==> src/sv/qph_pkg.sv <==
package qph_pkg;

  localparam int KEY_W      = 64;
  localparam int LEN_W      = 4;
  localparam int WORD_W     = 64;
  localparam int SLOT_IDX_W = 6;

  // s_tdata: key_bytes, key_length, phone_in, address_in, zero pad to 200 bits
  localparam int IN_DATA_W  = 200;
  // m_tdata: phone_out, address_out, slot_index, zero pad to 136 bits
  localparam int OUT_DATA_W = 136;

  localparam logic [LEN_W-1:0] KEY_BYTES_MAX = 4'd8;

  typedef enum logic {
    OP_INSERT = 1'b0,
    OP_SEARCH = 1'b1
  } opcode_t;

  typedef enum logic [1:0] {
    ST_INSERTED  = 2'd0,
    ST_FOUND     = 2'd1,
    ST_NOT_FOUND = 2'd2,
    ST_FULL      = 2'd3
  } status_t;

  typedef struct packed {
    logic              valid;
    logic [LEN_W-1:0]  key_length;
    logic [KEY_W-1:0]  key;
    logic [WORD_W-1:0] phone;
    logic [WORD_W-1:0] address;
  } slot_t;

endpackage

==> src/sv/qph_hash.sv <==
module qph_hash #(
  parameter int TABLE_ENTRIES = 61,
  parameter int IDX_W         = $clog2(TABLE_ENTRIES)
) (
  input  logic                      clk,
  input  logic                      rst,
  input  logic                      start,
  input  logic [qph_pkg::KEY_W-1:0] key,
  input  logic [qph_pkg::LEN_W-1:0] key_length,
  output logic                      done,
  output logic [IDX_W-1:0]          home
);

  import qph_pkg::*;

  // room for 31*h + byte and for the modulus shifted up by seven
  localparam int RW = IDX_W + 8;

  logic             run;
  logic [LEN_W-1:0] cnt;
  logic [KEY_W-1:0] key_sh;
  logic [IDX_W-1:0] h;
  logic [RW-1:0]    t;
  logic [RW-1:0]    lim;

  // h*31 + byte, then restoring reduction: quotient stays below 128
  always_comb begin
    t = ({8'b0, h} << 5) - {8'b0, h} + RW'(key_sh[KEY_W-1 -: 8]);
    lim = '0;
    for (int k = 7; k >= 0; k--) begin
      lim = RW'(TABLE_ENTRIES) << k;
      if (t >= lim) begin
        t = t - lim;
      end
    end
  end

  assign done = run && (cnt == '0);
  assign home = h;

  always_ff @(posedge clk) begin
    if (rst) begin
      run <= 1'b0;
    end else if (start) begin
      run    <= 1'b1;
      cnt    <= key_length;
      key_sh <= key;
      h      <= '0;
    end else if (run) begin
      if (cnt == '0) begin
        run <= 1'b0;
      end else begin
        h      <= t[IDX_W-1:0];
        key_sh <= {key_sh[KEY_W-9:0], 8'h00};
        cnt    <= cnt - 1'b1;
      end
    end
  end

endmodule

==> config.mk <==
export PLATFORM = sky130hd
export DESIGN_NAME = qph_hash
export DESIGN_NICKNAME = d
export VERILOG_FILES = /design/src/sv/qph_pkg.sv /design/src/sv/qph_hash.sv
export SDC_FILE = /design/constraint.sdc
export NUM_CORES = 1
export LEC_CHECK = 0
export ABC_AREA = 1
export BUFFER_PORTS_ARGS = -buffer_cell sky130_fd_sc_hd__buf_2
export CAP_MARGIN = 20
export CORE_MARGIN = 5
export CORE_UTILIZATION = 64
export DETAILED_ROUTE_END_ITERATION = 10
export PLACE_DENSITY = 0.85
export SLEW_MARGIN = 15
export SYNTH_ARGS = -nofsm -noshare
export SYNTH_HDL_FRONTEND = slang
export SYNTH_SLANG_ARGS = --single-unit
export TNS_END_PERCENT = 1
==> constraint.sdc <==
create_clock -name clk -period 15.1 [get_ports clk]
set_clock_uncertainty 0.05 [all_clocks]
set_input_delay 0 -clock clk [delete_from_list [all_inputs] [get_ports clk]]
set_output_delay 0 -clock clk [all_outputs]
set_load 0.1 [all_outputs]
==> flow_metrics.tcl, run 1 <==
set metrics [dict create \
    status "finished clean" \
    drive_gt1_share_pct 19.90 \
    placement.io_buffers 77 \
    area_growth_pct 23.95 \
    root_buffer "clkbuf_8" \
    antenna_found_initial 0 \
    avgSynthCellArea_um2 7.403 \
    max_stage_delay_ns 0.49 \
    rows 35 \
    yosysWarnings 0 \
    yosys-top-cells-count "354 x nand2_1, 83 x inv_1, 78 x nand3_1, 74 x edfxtp_1, 29 x nor2_1" \
    yosysMostFrequentCell "nand2_1" \
    postCtsSetupBuffers 0 \
    cp_data_arrival_time_ns 7.73 \
    die_h_um 107.7 \
    die_x_um 107.7 \
    syn_area_mm2 0.006107 \
    synth.distinct_cells 43 \
    routed_via_density 5.884 \
    final-setup-viol-count 0 \
    critPathKind "register to register" \
    antenna_cells 0 \
    max_cap_violations 0 \
    fin_setup_tns_ns 0 \
    avgRoutedWirePerCell_um 18.05 \
    critPathMaxFanout 10 \
    dp.final_hpwl_um 10710 \
    async_flop_share_pct 0 \
    maxSlewViolCount 0 \
    cts_tree "built" \
    worst_pin_slew_ns 0.9561 \
    min_period_ns 7.725 \
    synth-edff-count 74 \
    worstPathRequired_ns 15.11 \
    max_freq_mhz 129.4 \
    ant_nets 0 \
    dr.pass1.iters 8 \
    crit_path_start_kind "register" \
    final_net_count 1059 \
    grt.overflow.total 0 \
    multi_input_area_mm2 0.003445 \
    rsz0062_at_grt "false" \
    grt_pass1_wl_um 32690 \
    crit_top_cell "nand2_1" \
    regArea_mm2 0.002242 \
    track_usage_pct 35.73 \
    seq_area_frac_synth_pct 36.71 \
    hp-class "input port to register" \
    slowest_stage "edfxtp_1" \
    timing.slew.headroom_pct 36.26 \
    yosys_most_used_dff "edfxtp_1" \
    synth.net_count 914 \
    dr.first_iter.drc_count 843 \
    end_kind "register" \
    synth_cells 825 \
    die_area_mm2 0.01160 \
    synth_area_leader_cell "edfxtp_1" \
    clock-sinks 75 \
    initial_utilization_pct 65.78 \
    cts_buffers 9 \
    period_share_pct 51.16 \
    synth.top_cells.by_area "edfxtp_1 36%, nand2_1 22%, nand3_1 6.4%" \
    cts.clk_slew.worst_paths_ns 0.09 \
    core_mm2 0.009284 \
    fillers 528 \
    cts_max_level 3 \
    drc 0 \
    routabilityCongestion 1.000 \
    ys_ff_latch 75 \
    num_vias 6496 \
    clk_latency_ns 0.35 \
    synth_top_cell_area_share_pct 36.39 \
    grt_pass1_vias 6497 \
    grt_max_degree 79 \
    io-pin-count 78 \
    timing.final.hold_violations 0 \
    cts_buffer_depth 2 \
    drt-total-wl_um 19930 \
]
-- area by class of cell --
class | count | area share (%)
Inverter | 98 | 4.959
Tap cell | 129 | 2.132
Clock inverter | 7 | 1.636
Sequential cell | 75 | 29.62
Timing Repair Buffer | 149 | 14.51
Clock buffer | 9 | 1.636
Multi-Input combinational cell | 637 | 45.50
-- logic make-up after synthesis --
group | share of synthesized area [%]
AO/OA/AOI/OAI | 4.774
XOR/XNOR | 3.012
adder cells (fa/ha/maj) | 3.811
buffers and inverters | 7.068
flip-flops | 36.71
AND/OR/NAND/NOR | 44.62
-- path summary, 6_finish.rpt --
path	endpoint	depth (start not counted)	start	slack, ns
max	home[0]	55	home[0]	7.37
min	run	3	rst	0.37
max reg2reg	home[0]	55	home[0]	7.37
min reg2reg	key_sh[60]	2	key_sh[52]	0.48
-- state kept, by name (all words and copies together) (netlist names) --
name,count
run,1
cnt,4
key_sh,64
home,6
-- timing repair --
action | in CTS | in global routing
hold buffers | 69 | 0
endpoints found under the hold margin | 69 | 0
gates resized for setup | 0 | 0
-- metal layers --
layer / up-vias / track usage (%) / wire length [um]
met2: 536 / 61.99 / 9764
met4: 0 / 18.39 / 1091
li1: 2928 / - / -
met3: 124 / 7.918 / 2160
met5: - / 0 / 0
met1: 2908 / 41.12 / 6909
-- cells in the final DEF, fill, tap and decap left out, types with 3 or more instances in the layout --
| cell | count |
|---|---|
| a21oi_1 | 11 |
| buf_2 | 77 |
| buf_4 | 3 |
| bufinv_16 | 3 |
| clkbuf_8 | 9 |
| dlygate4sd3_1 | 69 |
| edfxtp_1 | 74 |
| ha_1 | 17 |
| inv_1 | 83 |
| inv_2 | 12 |
| inv_4 | 3 |
| nand2_1 | 354 |
| nand2_2 | 25 |
| nand2_4 | 16 |
| nand3_1 | 78 |
| nand3_4 | 5 |
| nand3b_1 | 5 |
| nand4_1 | 8 |
| nor2_1 | 29 |
| nor2_2 | 8 |
| nor2_4 | 9 |
| nor2_8 | 4 |
| o21ai_0 | 7 |
| o21ai_1 | 9 |
| o21ai_2 | 3 |
| o21bai_1 | 5 |
| xnor2_1 | 4 |
| xor2_1 | 17 |
-- stage by stage --
stage               instance area [um^2]  hold slack, ns  utilization (%)  worst slack [ns]  cells
finish                              7570          0.3723            81.54             7.375   1104
global route                        7570          0.3811            81.54             6.774   1104
CTS                                 7570          0.3306            81.54             7.820   1104
detailed placement                  6631          0.1690            71.43             7.849   1019
global placement                    6631          0.1571            71.43             8.107   1019
floorplan                           6107         0.01907                -             8.019    825
-- critical path: cells and delay by family, from the launching register on --
kind,cells,cell delay [ns]
xor+xnor,1,0.23
simple gates,39,4.16
fa+ha+maj,4,1.15
flops,1,0.49
buf+inv,7,0.58
compound gates,4,0.72
Power of run 1 is left out: the tool's default activity adds up to more than one toggle a clock period on the data nets, which glitch-free logic cannot reach.
==> inputs of run 2 (changes only) <==
- CORE_UTILIZATION: 64 -> 59
- PLACE_DENSITY: 0.85 -> 0.79
- clock period: 15.1 -> 7.8 ns (I/O delays scaled with it)
==> flow_metrics.tcl, run 2 (synthesis results as in run 1) <==
set metrics [dict create \
    hp-class "input port to register" \
    ant_nets 0 \
    initial_utilization_pct 59.69 \
    io-pin-count 78 \
    timing.final.hold_violations 0 \
    area_growth_pct 24.36 \
    crit_top_cell "nand2_1" \
    cts_tree "built" \
    clock-sinks 75 \
    grt_max_degree 79 \
    max_stage_delay_ns 0.43 \
    most-common-layout-cells "352 x nand2_1, 82 x inv_1, 77 x nand3_1, 77 x buf_2, 74 x edfxtp_1" \
    antenna_cells 0 \
    num_vias 5993 \
    die_area_mm2 0.01249 \
    dr.first_iter.drc_count 540 \
    max_cap_violations 0 \
    period_share_pct 92.27 \
    worst_pin_slew_ns 0.7430 \
    max_freq_mhz 139.0 \
    placement.io_buffers 77 \
    die_x_um 111.7 \
    grt_pass1_wl_um 27210 \
    cts_max_level 3 \
    cp_data_arrival_time_ns 7.21 \
    largest_register "key_sh" \
    mostFrequentLayoutCell "nand2_1" \
    clk_latency_ns 0.35 \
    worstPathRequired_ns 7.81 \
    largest_register_ffs 64 \
    track_usage_pct 26.28 \
    final_net_count 1065 \
    min_period_ns 7.197 \
    routed_via_density 5.365 \
    antenna_found_initial 0 \
    slowest_stage "edfxtp_1" \
    rrSetupSlack_ns 0.60 \
    dr.pass1.iters 6 \
    cts_buffer_depth 2 \
    cts.clk_slew.worst_paths_ns 0.07 \
    dp.final_hpwl_um 10490 \
    status "finished clean" \
    fillers 706 \
    grt.overflow.total 0 \
    end_kind "register" \
    cts_buffers 9 \
    final-setup-viol-count 0 \
    root_buffer "clkbuf_8" \
    grt_pass1_vias 6043 \
    die_h_um 111.7 \
    core_mm2 0.01023 \
    crit_path_start_kind "register" \
    rows 37 \
    maxSlewViolCount 0 \
    routabilityCongestion 0.9422 \
    timing.slew.headroom_pct 50.46 \
    critPathKind "register to register" \
    drt-total-wl_um 16430 \
    drive_gt1_share_pct 20.90 \
    avgRoutedWirePerCell_um 14.71 \
    critPathMaxFanout 10 \
    drc 0 \
    postLayoutCoreUtil_pct 74.23 \
]
[run 2: through the flow]
stage | setup WS [ns] | area, um^2 | std cells | hold WS [ns] | TNS (ns)
after global placement | 0.7883 | 6640 | 1026 | 0.1578 | 0
after CTS | 0.5588 | 7508 | 1111 | 0.3330 | 0
after global routing | -0.03741 | 7595 | 1117 | 0.3766 | -0.09059
after detailed placement | 0.5826 | 6640 | 1026 | 0.1653 | 0
after floorplan | 0.7191 | 6107 | 825 | 0.01907 | 0
final | 0.6033 | 7595 | 1117 | 0.3724 | 0
[run 2: layout make-up]
| type | count | area (um^2) | area share [%] |
|---|---|---|---|
| Sequential cell | 75 | 2242 | 29.52 |
| Timing Repair Buffer | 155 | 1144 | 15.06 |
| Multi-Input combinational cell | 637 | 3486 | 45.90 |
| Tap cell | 136 | 170.2 | 2.241 |
| Clock inverter | 3 | 38.79 | 0.5107 |
| Inverter | 98 | 375.4 | 4.942 |
| Clock buffer | 13 | 138.9 | 1.829 |
[run 2: routing by layer]
layer  vias up  global-route usage, %  wire length, um
met3        62                  4.511              848
met4         0                  11.27              612
met5         -                      0                0
met1      2752                  29.10             6386
li1       2938                      -                -
met2       241                  49.12             8580
[run 2: final timing paths]
kind / from / end / cells after the start
worst max-delay path: home[0] / home[2] / 55
worst max register to register: home[0] / home[2] / 55
worst min-delay path: rst / run / 3
worst min register to register: key_sh[41] / key_sh[49] / 2
[run 2: repair_timing]
| item | CTS | global route |
|---|---|---|
| hold endpoints to repair | 84 | 0 |
| endpoints found under the setup margin | 0 | 6 |
| hold buffers | 69 | 0 |
| buffers inserted | 0 | 6 |
| gates resized for setup | 0 | 10 |
[run 2: worst max-delay path: cells and delay by family (launching register included)]
kind / cells / cell delay, ns
AND/OR/NAND/NOR: 45 / 4.75
adder cells (fa/ha/maj): 4 / 0.95
flip-flops: 1 / 0.43
buffers and inverters: 3 / 0.30
AO/OA/AOI/OAI: 2 / 0.23
XOR/XNOR: 1 / 0.19
Power of run 2 is left out for the same reason.
