## config.mk

```make
export PLATFORM = sky130hd
export DESIGN_NAME = qph_ram
export DESIGN_NICKNAME = d
export VERILOG_FILES = /design/src/sv/qph_ram.sv
export SDC_FILE = /design/constraint.sdc
export NUM_CORES = 1
export LEC_CHECK = 0
export BUFFER_PORTS_ARGS = -buffer_cell sky130_fd_sc_hd__buf_2
export CAP_MARGIN = 25
export CELL_PAD_IN_SITES_DETAIL_PLACEMENT = 1
export CELL_PAD_IN_SITES_GLOBAL_PLACEMENT = 2
export CORE_MARGIN = 1.5
export CORE_UTILIZATION = 30
export CTS_CLUSTER_SIZE = 40
export DETAILED_ROUTE_END_ITERATION = 12
export PLACE_DENSITY_LB_ADDON = 0.1
export RECOVER_POWER = 50
export SLEW_MARGIN = 40
export SYNTH_ARGS = -nofsm -noshare
export SYNTH_HDL_FRONTEND = slang
export SYNTH_SLANG_ARGS = --single-unit
```

## constraint.sdc

```tcl
create_clock -name clk -period 1.8 [get_ports clk]
set_clock_uncertainty 0.2 [all_clocks]
set_input_delay 0.09 -clock clk [delete_from_list [all_inputs] [get_ports clk]]
set_output_delay 0.09 -clock clk [all_outputs]
set_load 0.005 [all_outputs]
```

## src/sv/qph_ram.sv

```systemverilog
module qph_ram #(
  parameter int WIDTH = 8,
  parameter int DEPTH = 16,
  parameter int AW    = $clog2(DEPTH)
) (
  input  logic             clk,
  input  logic             we,
  input  logic [AW-1:0]    waddr,
  input  logic [WIDTH-1:0] wdata,
  input  logic [AW-1:0]    raddr,
  output logic [WIDTH-1:0] rdata
);

  logic [WIDTH-1:0] mem [DEPTH];

  always_ff @(posedge clk) begin
    if (we) begin
      mem[waddr] <= wdata;
    end
    rdata <= mem[raddr];
  end

endmodule

```

==> results of run 1 <==
-- layer usage --
metal,vias to the layer above,share of wire,global-route usage
li1,1106,-,-
met4,0,0.018,0.0670
met3,17,0.024,0.0355
met2,39,0.47,0.214
met1,1287,0.49,0.195
met5,-,0,0
-- kinds of logic (layout without fill, tap and decap cells) --
kind of cell / count (synthesis) / count (layout) / share of synthesized area
buffers and inverters: 10 / 89 / 0.0168
DFF: 136 / 136 / 0.778
and+or+nand+nor: 35 / 35 / 0.0318
muxes: 32 / 32 / 0.150
AOI/OAI and AO/OA: 16 / 16 / 0.0233
-- what timing repair did --
action	in CTS	in global routing
endpoints found under the hold margin	128	0
endpoints found under the setup margin	0	0
hold buffers	8	0
gates resized for setup	0	0
-- flip-flops by register name, summed over array words and instances, names as in the netlist --
signal	cells
mem	128
rdata	8
-- critical path: cells and delay by family, from the launching register on --
kind | cells | cell delay, ns
AO/OA/AOI/OAI | 1 | 0.38
AND/OR/NAND/NOR | 1 | 0.09
flip-flops | 1 | 0.34
multiplexers | 1 | 0.53
-- final timing paths --
kind	end	cells past startpoint	start	slack, ns
min reg2reg	rdata[0]	3	mem[12][0]	0.48
max reg2reg	rdata[3]	3	mem[1][3]	0.14
max	rdata[3]	3	mem[1][3]	0.14
min	rdata[0]	4	raddr[2]	0.02
-- layout make-up --
cell class	instances	area [µm²]
fillers	1657	10400
flip-flops and latches	136	4000
multi-input cells	83	1060
clock buffers	19	433
repair buffers	58	403
well taps	220	275
clock inverters	12	110
-- through the flow --
step	TNS, ns	utilization	cell area [µm²]	hold slack, ns	std cells
6_report	0	0.376	6280	0.0166	528
5_1_grt	0	0.376	6280	0.0566	528
4_1_cts	0	0.378	6310	0.00204	528
3_5_place_dp	-0.00205	0.341	5690	0.272	489
3_3_place_gp	-0.0163	0.341	5690	0.272	489
2_1_floorplan	0	-	5150	-0.0111	229
-- power groups by stage --
stage | Clock, mW | Combinational [mW] | Sequential [mW]
2_1_floorplan | 0 | 0.180 | 3.62
5_1_grt | 3.43 | 0.393 | 3.57
4_1_cts | 3.30 | 0.372 | 3.56
3_3_place_gp | 0 | 0.355 | 3.63
6_report | 3.21 | 0.355 | 3.56
3_5_place_dp | 0 | 0.359 | 3.63
-- cells in the final DEF, fill, tap and decap left out, types with 8 or more instances in the layout --
| cell type | n |
|---|---|
| a22oi_1 | 16 |
| buf_2 | 15 |
| buf_4 | 18 |
| clkbuf_1 | 16 |
| clkbuf_16 | 17 |
| dfxtp_1 | 8 |
| dlygate4sd3_1 | 8 |
| edfxtp_1 | 128 |
| mux4_1 | 14 |
| mux4_2 | 18 |
| nand2_1 | 9 |
| nor2_1 | 13 |
==> impl_metrics.json, run 1 <==
{
  "finalNetCount": 314,
  "cap_violations": 0,
  "synth_edf_count": 128,
  "setup_viol": 0,
  "p_int_mw": 5.69,
  "grt.overflow.total": 0,
  "pwr-share-clk": 0.451,
  "critPathCaptureType": "flop",
  "worst_slew_pin_slew_ns": 0.788,
  "maxSlewViolCount": 0,
  "antenna_found_initial": 0,
  "switching_share": 0.201,
  "synth_top_flop_cell": "edfxtp_1",
  "postCtsSetupRepairBufs": 0,
  "ctsHtreeMaxLevel": 4,
  "start_util": 0.308,
  "gp_congestion": 0.677,
  "switching_power_mw": 1.44,
  "outcome": "completed",
  "grt_usage": 0.143,
  "synth_top_area_cell": "edfxtp_1",
  "layout-drive-gt1-share": 0.263,
  "crit_type": "reg -> reg",
  "coreArea_um2": 16700,
  "yosys_register_bits": 136,
  "ys_seq_area_frac": 0.778,
  "vdd_drop_max_mv": 0.660,
  "crit_path_cell_trace": "mux4_1, a22oi_1, nand2_1",
  "io_buffers": 25,
  "cts_tree": "yes",
  "critPathMaxFanout": 1,
  "crit_required_ns": 1.89,
  "power_mw": 7.13,
  "root_buffer": "clkbuf_16",
  "drc": 0,
  "die_w_um": 134,
  "rsz0062_at_grt": "false",
  "fin_crit_ns": 1.66,
  "vias_per_cell": 4.64,
  "grt_pass1_vias": 2640,
  "n_antenna_cell": 0,
  "min_path_type": "in -> reg",
  "syn_nets": 247,
  "first_pass_iters": 4,
  "cts_sinks": 136,
  "placement_rows": 47,
  "synth_most_common_cell": "edfxtp_1",
  "cp.arrival_ns": 1.75,
  "power_density_nw_per_um2": 1130,
  "synth_top_cell_area_share": 0.747,
  "ioPinCount": 26,
  "p_comb_frac": 0.050,
  "grt_pass1_wl_um": 17400,
  "synth_common_cells": "128 x edfxtp_1, 18 x mux4_2, 16 x a22oi_1",
  "drt_iter0_drc": 94,
  "yosys.cell_types.count": 19,
  "fp.dieH_um": 134,
  "cts_inserted_buffers": 17,
  "dp_hpwl_um": 7410,
  "grt_max_degree": 28,
  "setup_ws_ns": 0.144,
  "final_antenna_net_count": 0,
  "layout_worst_path_cycle_share": 0.920,
  "die_area_um2": 18000,
  "power.leakage_nw": 2.09,
  "slowest_delay_ns": 0.53,
  "startpoint_type": "flop",
  "path_clk_slew_ns": 0.05,
  "vias": 2449,
  "synth_warnings": 0,
  "sequentialPowerShare": 0.500,
  "syn_avg_cell_area_um2": 22.5,
  "synth_cells": 229,
  "synthTopCellsByArea": "edfxtp_1 75%, mux4_2 7.9%, mux4_1 7.1%",
  "slew_headroom": 0.472,
  "area_delta_synth_final_pct": 22.1,
  "wl_um": 11400,
  "netlist_area_um2": 5150,
  "synth-async-reset-ratio": 0,
  "cts_max_path_buffers": 2,
  "wl_per_cell_um": 21.7,
  "crit_slowest_cell": "mux4_1",
  "fmax_mhz": 604,
  "insertion_delay_ns": 0.41,
  "hold_violations": 0,
  "dpl_worst_slack_ns": -0.00205
}
Note: power is estimated with default switching activity, not from simulation.
==> inputs of run 2 (changes only) <==
HOLD_SLACK_MARGIN = 0.15   (was not set)
==> impl_metrics.json, run 2 (synthesis gave the netlist of run 1 again) <==
{
  "outcome": "completed",
  "vias": 2489,
  "ctsHtreeMaxLevel": 4,
  "insertion_delay_ns": 0.41,
  "grt_usage": 0.143,
  "wl_per_cell_um": 21.5,
  "coreArea_um2": 16700,
  "vdd_drop_max_mv": 0.661,
  "min_path_type": "in -> reg",
  "grt_max_degree": 28,
  "io_buffers": 25,
  "stdcell_area_um2": 6380,
  "die_w_um": 134,
  "cts_max_path_buffers": 2,
  "vias_per_cell": 4.64,
  "ioPinCount": 26,
  "hold_violations": 0,
  "worst_slew_pin_slew_ns": 0.803,
  "cts_inserted_buffers": 17,
  "reg2reg_to": "rdata[2]",
  "layout_commonest_cell": "edfxtp_1",
  "crit_buf_inv": 3,
  "startpoint_type": "input port",
  "multi_input_area_um2": 1060,
  "layout_common_cells": "128 x edfxtp_1, 22 x buf_4, 18 x mux4_2",
  "fin_crit_ns": 1.74,
  "largest_register_ffs": 128,
  "first_pass_iters": 4,
  "grt_pass1_wl_um": 17400,
  "cap_violations": 0,
  "worstHoldPathCells": 5,
  "layout_worst_path_cycle_share": 0.968,
  "reg2reg_slack_ns": 0.19,
  "slew_headroom": 0.463,
  "n_fill_cell": 1654,
  "area_delta_synth_final_pct": 23.9,
  "placed_cell_area_um2": 5690,
  "layout-drive-gt1-share": 0.256,
  "top_register": "mem",
  "area.sequential_um2": 4000,
  "n_antenna_cell": 0,
  "grt.overflow.total": 0,
  "hp-start": "raddr[0]",
  "rsz0062_at_grt": "false",
  "cts_tree": "yes",
  "grt_pass1_vias": 2643,
  "cts_sinks": 136,
  "root_buffer": "clkbuf_16",
  "maxSlewViolCount": 0,
  "drc": 0,
  "dp_hpwl_um": 7410,
  "top_regs": "mem: 128 flops, rdata: 8 flops",
  "rr_startpoint": "mem[1][2]",
  "crit_slowest_cell": "dlygate4sd3_1",
  "power_density_nw_per_um2": 1120,
  "path_clk_slew_ns": 0.05,
  "fin_cells": 536,
  "cp.arrival_ns": 1.66,
  "hold_end": "rdata[4]",
  "die_area_um2": 18000,
  "fmax_mhz": 574,
  "crit_type": "in -> reg",
  "numPlacedInstances": 489,
  "antenna_found_initial": 0,
  "r2r_cells": 3,
  "gp_congestion": 0.677,
  "setup_viol": 0,
  "critPathCaptureType": "flop",
  "crit_path_cell_trace": "dlygate4sd3_1, buf_2, or3b_2, nor3_1, buf_4",
  "finalNetCount": 322,
  "slowest_delay_ns": 0.52,
  "final_antenna_net_count": 0,
  "crit_required_ns": 1.71,
  "fp.dieH_um": 134,
  "power.leakage_nw": 2.13,
  "start_util": 0.308,
  "placement_rows": 47,
  "critical_path.top_delay_family": "buffers and inverters",
  "critPathMaxFanout": 8,
  "wl_um": 11500,
  "drt_iter0_drc": 103
}
==> run 2: worst min-delay path: stages <==
cell	delay, ns
buf_2	0.14
buf_12	0.18
mux4_2	0.23
a22oi_1	0.07
nand2_1	0.07
==> run 2: area by class of cell <==
type / instances / share of cell area
Multi-Input combinational cell: 83 / 0.167
Timing Repair Buffer: 66 / 0.0771
Clock inverter: 12 / 0.0173
Sequential cell: 136 / 0.628
Clock buffer: 19 / 0.0679
Tap cell: 220 / 0.0432
==> run 2: worst max path at each step <==
stage / startpoint / to / slack, ns / cells past startpoint
2_1_floorplan: waddr[2] / mem[0][0] / 0.02 / 2
3_3_place_gp: raddr[0] / rdata[3] / -0.02 / 5
3_5_place_dp: raddr[0] / rdata[3] / -0.002 / 5
4_1_cts: raddr[1] / rdata[3] / 0.05 / 7
5_1_grt: raddr[1] / rdata[3] / 0.02 / 7
6_report: waddr[2] / mem[0][1] / 0.06 / 5
==> run 2: timing repair <==
action                     CTS  global route
hold buffers                16             0
hold endpoints to repair   206             0
buffers inserted             0             0
setup endpoints to repair    0             1
resized for setup            0             1
==> run 2: per-stage QoR <==
stage / setup WS, ns / utilization / hold WS [ns] / setup TNS, ns / total power, mW
after floorplan: 0.0171 / - / -0.0111 / 0 / 3.80
after global placement: -0.0163 / 0.341 / 0.272 / -0.0163 / 3.98
after detailed placement: -0.00205 / 0.341 / 0.272 / -0.00205 / 3.99
after CTS: 0.0487 / 0.383 / 0.194 / 0 / 7.24
after global routing: 0.0240 / 0.382 / 0.245 / 0 / 7.41
final: 0.0573 / 0.382 / 0.196 / 0 / 7.14
==> run 2: per-layer routing <==
| layer | vias up | wire length (µm) | track usage |
|---|---|---|---|
| li1 | 1122 | - | - |
| met1 | 1308 | 5530 | 0.196 |
| met2 | 42 | 5480 | 0.215 |
| met3 | 17 | 301 | 0.0355 |
| met4 | 0 | 206 | 0.0670 |
| met5 | - | 0 | 0 |
==> run 2: report_power, final <==
part           switching (mW)  internal [mW]
combinational           0.201          0.166
sequential             0.0194           3.54
clock                    1.22           1.99
==> inputs of run 3 (changes only) <==
==> constraint.sdc (replaced) <==
create_clock -name clk -period 1.8 [get_ports clk]
set_clock_uncertainty 0.2 [all_clocks]
set_input_delay 0.27 -clock clk [delete_from_list [all_inputs] [get_ports clk]]
set_output_delay 0.27 -clock clk [all_outputs]
set_load 0.005 [all_outputs]
==> impl_metrics.json, run 3 (synthesis gave the netlist of run 1 again) <==
{
  "outcome": "completed",
  "ioPinCount": 26,
  "vdd_drop_max_mv": 0.654,
  "io_buffers": 25,
  "start_util": 0.308,
  "fp.dieH_um": 134,
  "fmax_mhz": 607,
  "crit_slowest_cell": "mux4_1",
  "area_delta_synth_final_pct": 22.3,
  "dpl_worst_slack_ns": -0.256,
  "finalSetupTns_ns": 0,
  "grt_usage": 0.143,
  "crit_start": "mem[9][5]",
  "dp_hpwl_um": 7470,
  "crit_required_ns": 1.87,
  "top_register": "mem",
  "vias": 2484,
  "gp_congestion": 0.644,
  "min_path_type": "in -> reg",
  "layout_worst_path_cycle_share": 0.915,
  "largest_register_ffs": 128,
  "vias_per_cell": 4.69,
  "startpoint_type": "flop",
  "setup_ws_ns": 0.154,
  "finalNetCount": 316,
  "postCtsSetupRepairBufs": 0,
  "slew_headroom": 0.508,
  "wl_um": 11700,
  "rsz0062_at_grt": "false",
  "fin_crit_ns": 1.65,
  "slowest_delay_ns": 0.53,
  "power_density_nw_per_um2": 1110,
  "n_antenna_cell": 0,
  "crit_path_cell_trace": "mux4_1, a22oi_1, nand2_1",
  "placement_rows": 47,
  "power.leakage_nw": 2.09,
  "hp-start": "raddr[2]",
  "cp.arrival_ns": 1.72,
  "grt_max_degree": 22,
  "grt_pass1_vias": 2772,
  "fin_util": 0.377,
  "root_buffer": "clkbuf_16",
  "crit_type": "reg -> reg",
  "layout_common_cells": "128 x edfxtp_1, 21 x clkbuf_1, 18 x mux4_2",
  "layout-drive-gt1-share": 0.258,
  "cts_tree": "yes",
  "grt.overflow.total": 0,
  "maxSlewViolCount": 0,
  "cts_inserted_buffers": 17,
  "hold-worst-slack_ns": 0.177,
  "first_pass_iters": 4,
  "drc": 0,
  "rr_startpoint": "mem[9][5]",
  "setup_viol": 0,
  "coreArea_um2": 16700,
  "hold_violations": 0,
  "drt_iter0_drc": 176,
  "insertion_delay_ns": 0.41,
  "grt_pass1_wl_um": 17700,
  "die_w_um": 134,
  "antenna_found_initial": 0,
  "cap_violations": 0,
  "final_antenna_net_count": 0,
  "top_regs": "mem: 128 flops, rdata: 8 flops",
  "worst_slew_pin_slew_ns": 0.738,
  "die_area_um2": 18000,
  "cts.repair.resized": 0,
  "cts_sinks": 136,
  "path_clk_slew_ns": 0.06,
  "ctsHtreeMaxLevel": 4,
  "cts_max_path_buffers": 2,
  "layout_commonest_cell": "edfxtp_1",
  "wl_per_cell_um": 22.0,
  "cts_hold_buf": 8,
  "critPathMaxFanout": 1,
  "critPathCaptureType": "flop",
  "power_mw": 7.00
}
==> run 3: changes by cell type in the layout (fill, tap and decap cells not counted), sizes merged <==
cell,before,now
clkinvlp,2,0
clkbuf,34,42
clkinv,8,5
bufinv,2,0
buf,35,36
dlygate4sd3,16,8
==> run 3: metal layers <==
metal / vias to the layer above / GRT usage / share of wire
li1: 1111 / - / -
met1: 1306 / 0.183 / 0.46
met2: 50 / 0.232 / 0.49
met3: 17 / 0.0367 / 0.031
met4: 0 / 0.0598 / 0.017
met5: - / 0 / 0
==> run 3: report_power, final <==
group | leakage, nW | total (mW) | internal, mW | switching, mW
clock network | 0.257 | 3.07 | 1.88 | 1.19
registers | 1.22 | 3.57 | 3.54 | 0.0240
logic | 0.611 | 0.365 | 0.167 | 0.198
==> run 3: worst paths after layout <==
check / end / slack, ns / depth (start not counted)
max: rdata[5] / 0.15 / 3
min reg2reg: rdata[3] / 0.47 / 3
min: rdata[3] / 0.18 / 4
max reg2reg: rdata[5] / 0.15 / 3
==> run 3: worst max-delay path: cells and delay by family, from the launching register on <==
| kind | cells | cell delay [ns] |
|---|---|---|
| mux | 1 | 0.53 |
| flops | 1 | 0.35 |
| compound gates | 1 | 0.29 |
| simple gates | 1 | 0.14 |
==> run 3: cell type report <==
cell class | instances | area (µm²)
fill | 1670 | 10400
sequential | 136 | 4000
multi-input combinational | 83 | 1060
clock buffer | 26 | 499
timing repair buffer | 60 | 430
tap | 220 | 275
clock inverter | 5 | 21.3
==> run 3: metrics by stage <==
step           instance area, µm²  instances
2_1_floorplan                5150        229
3_3_place_gp                 5730        491
3_5_place_dp                 5730        491
4_1_cts                      6330        530
5_1_grt                      6290        530
6_report                     6290        530
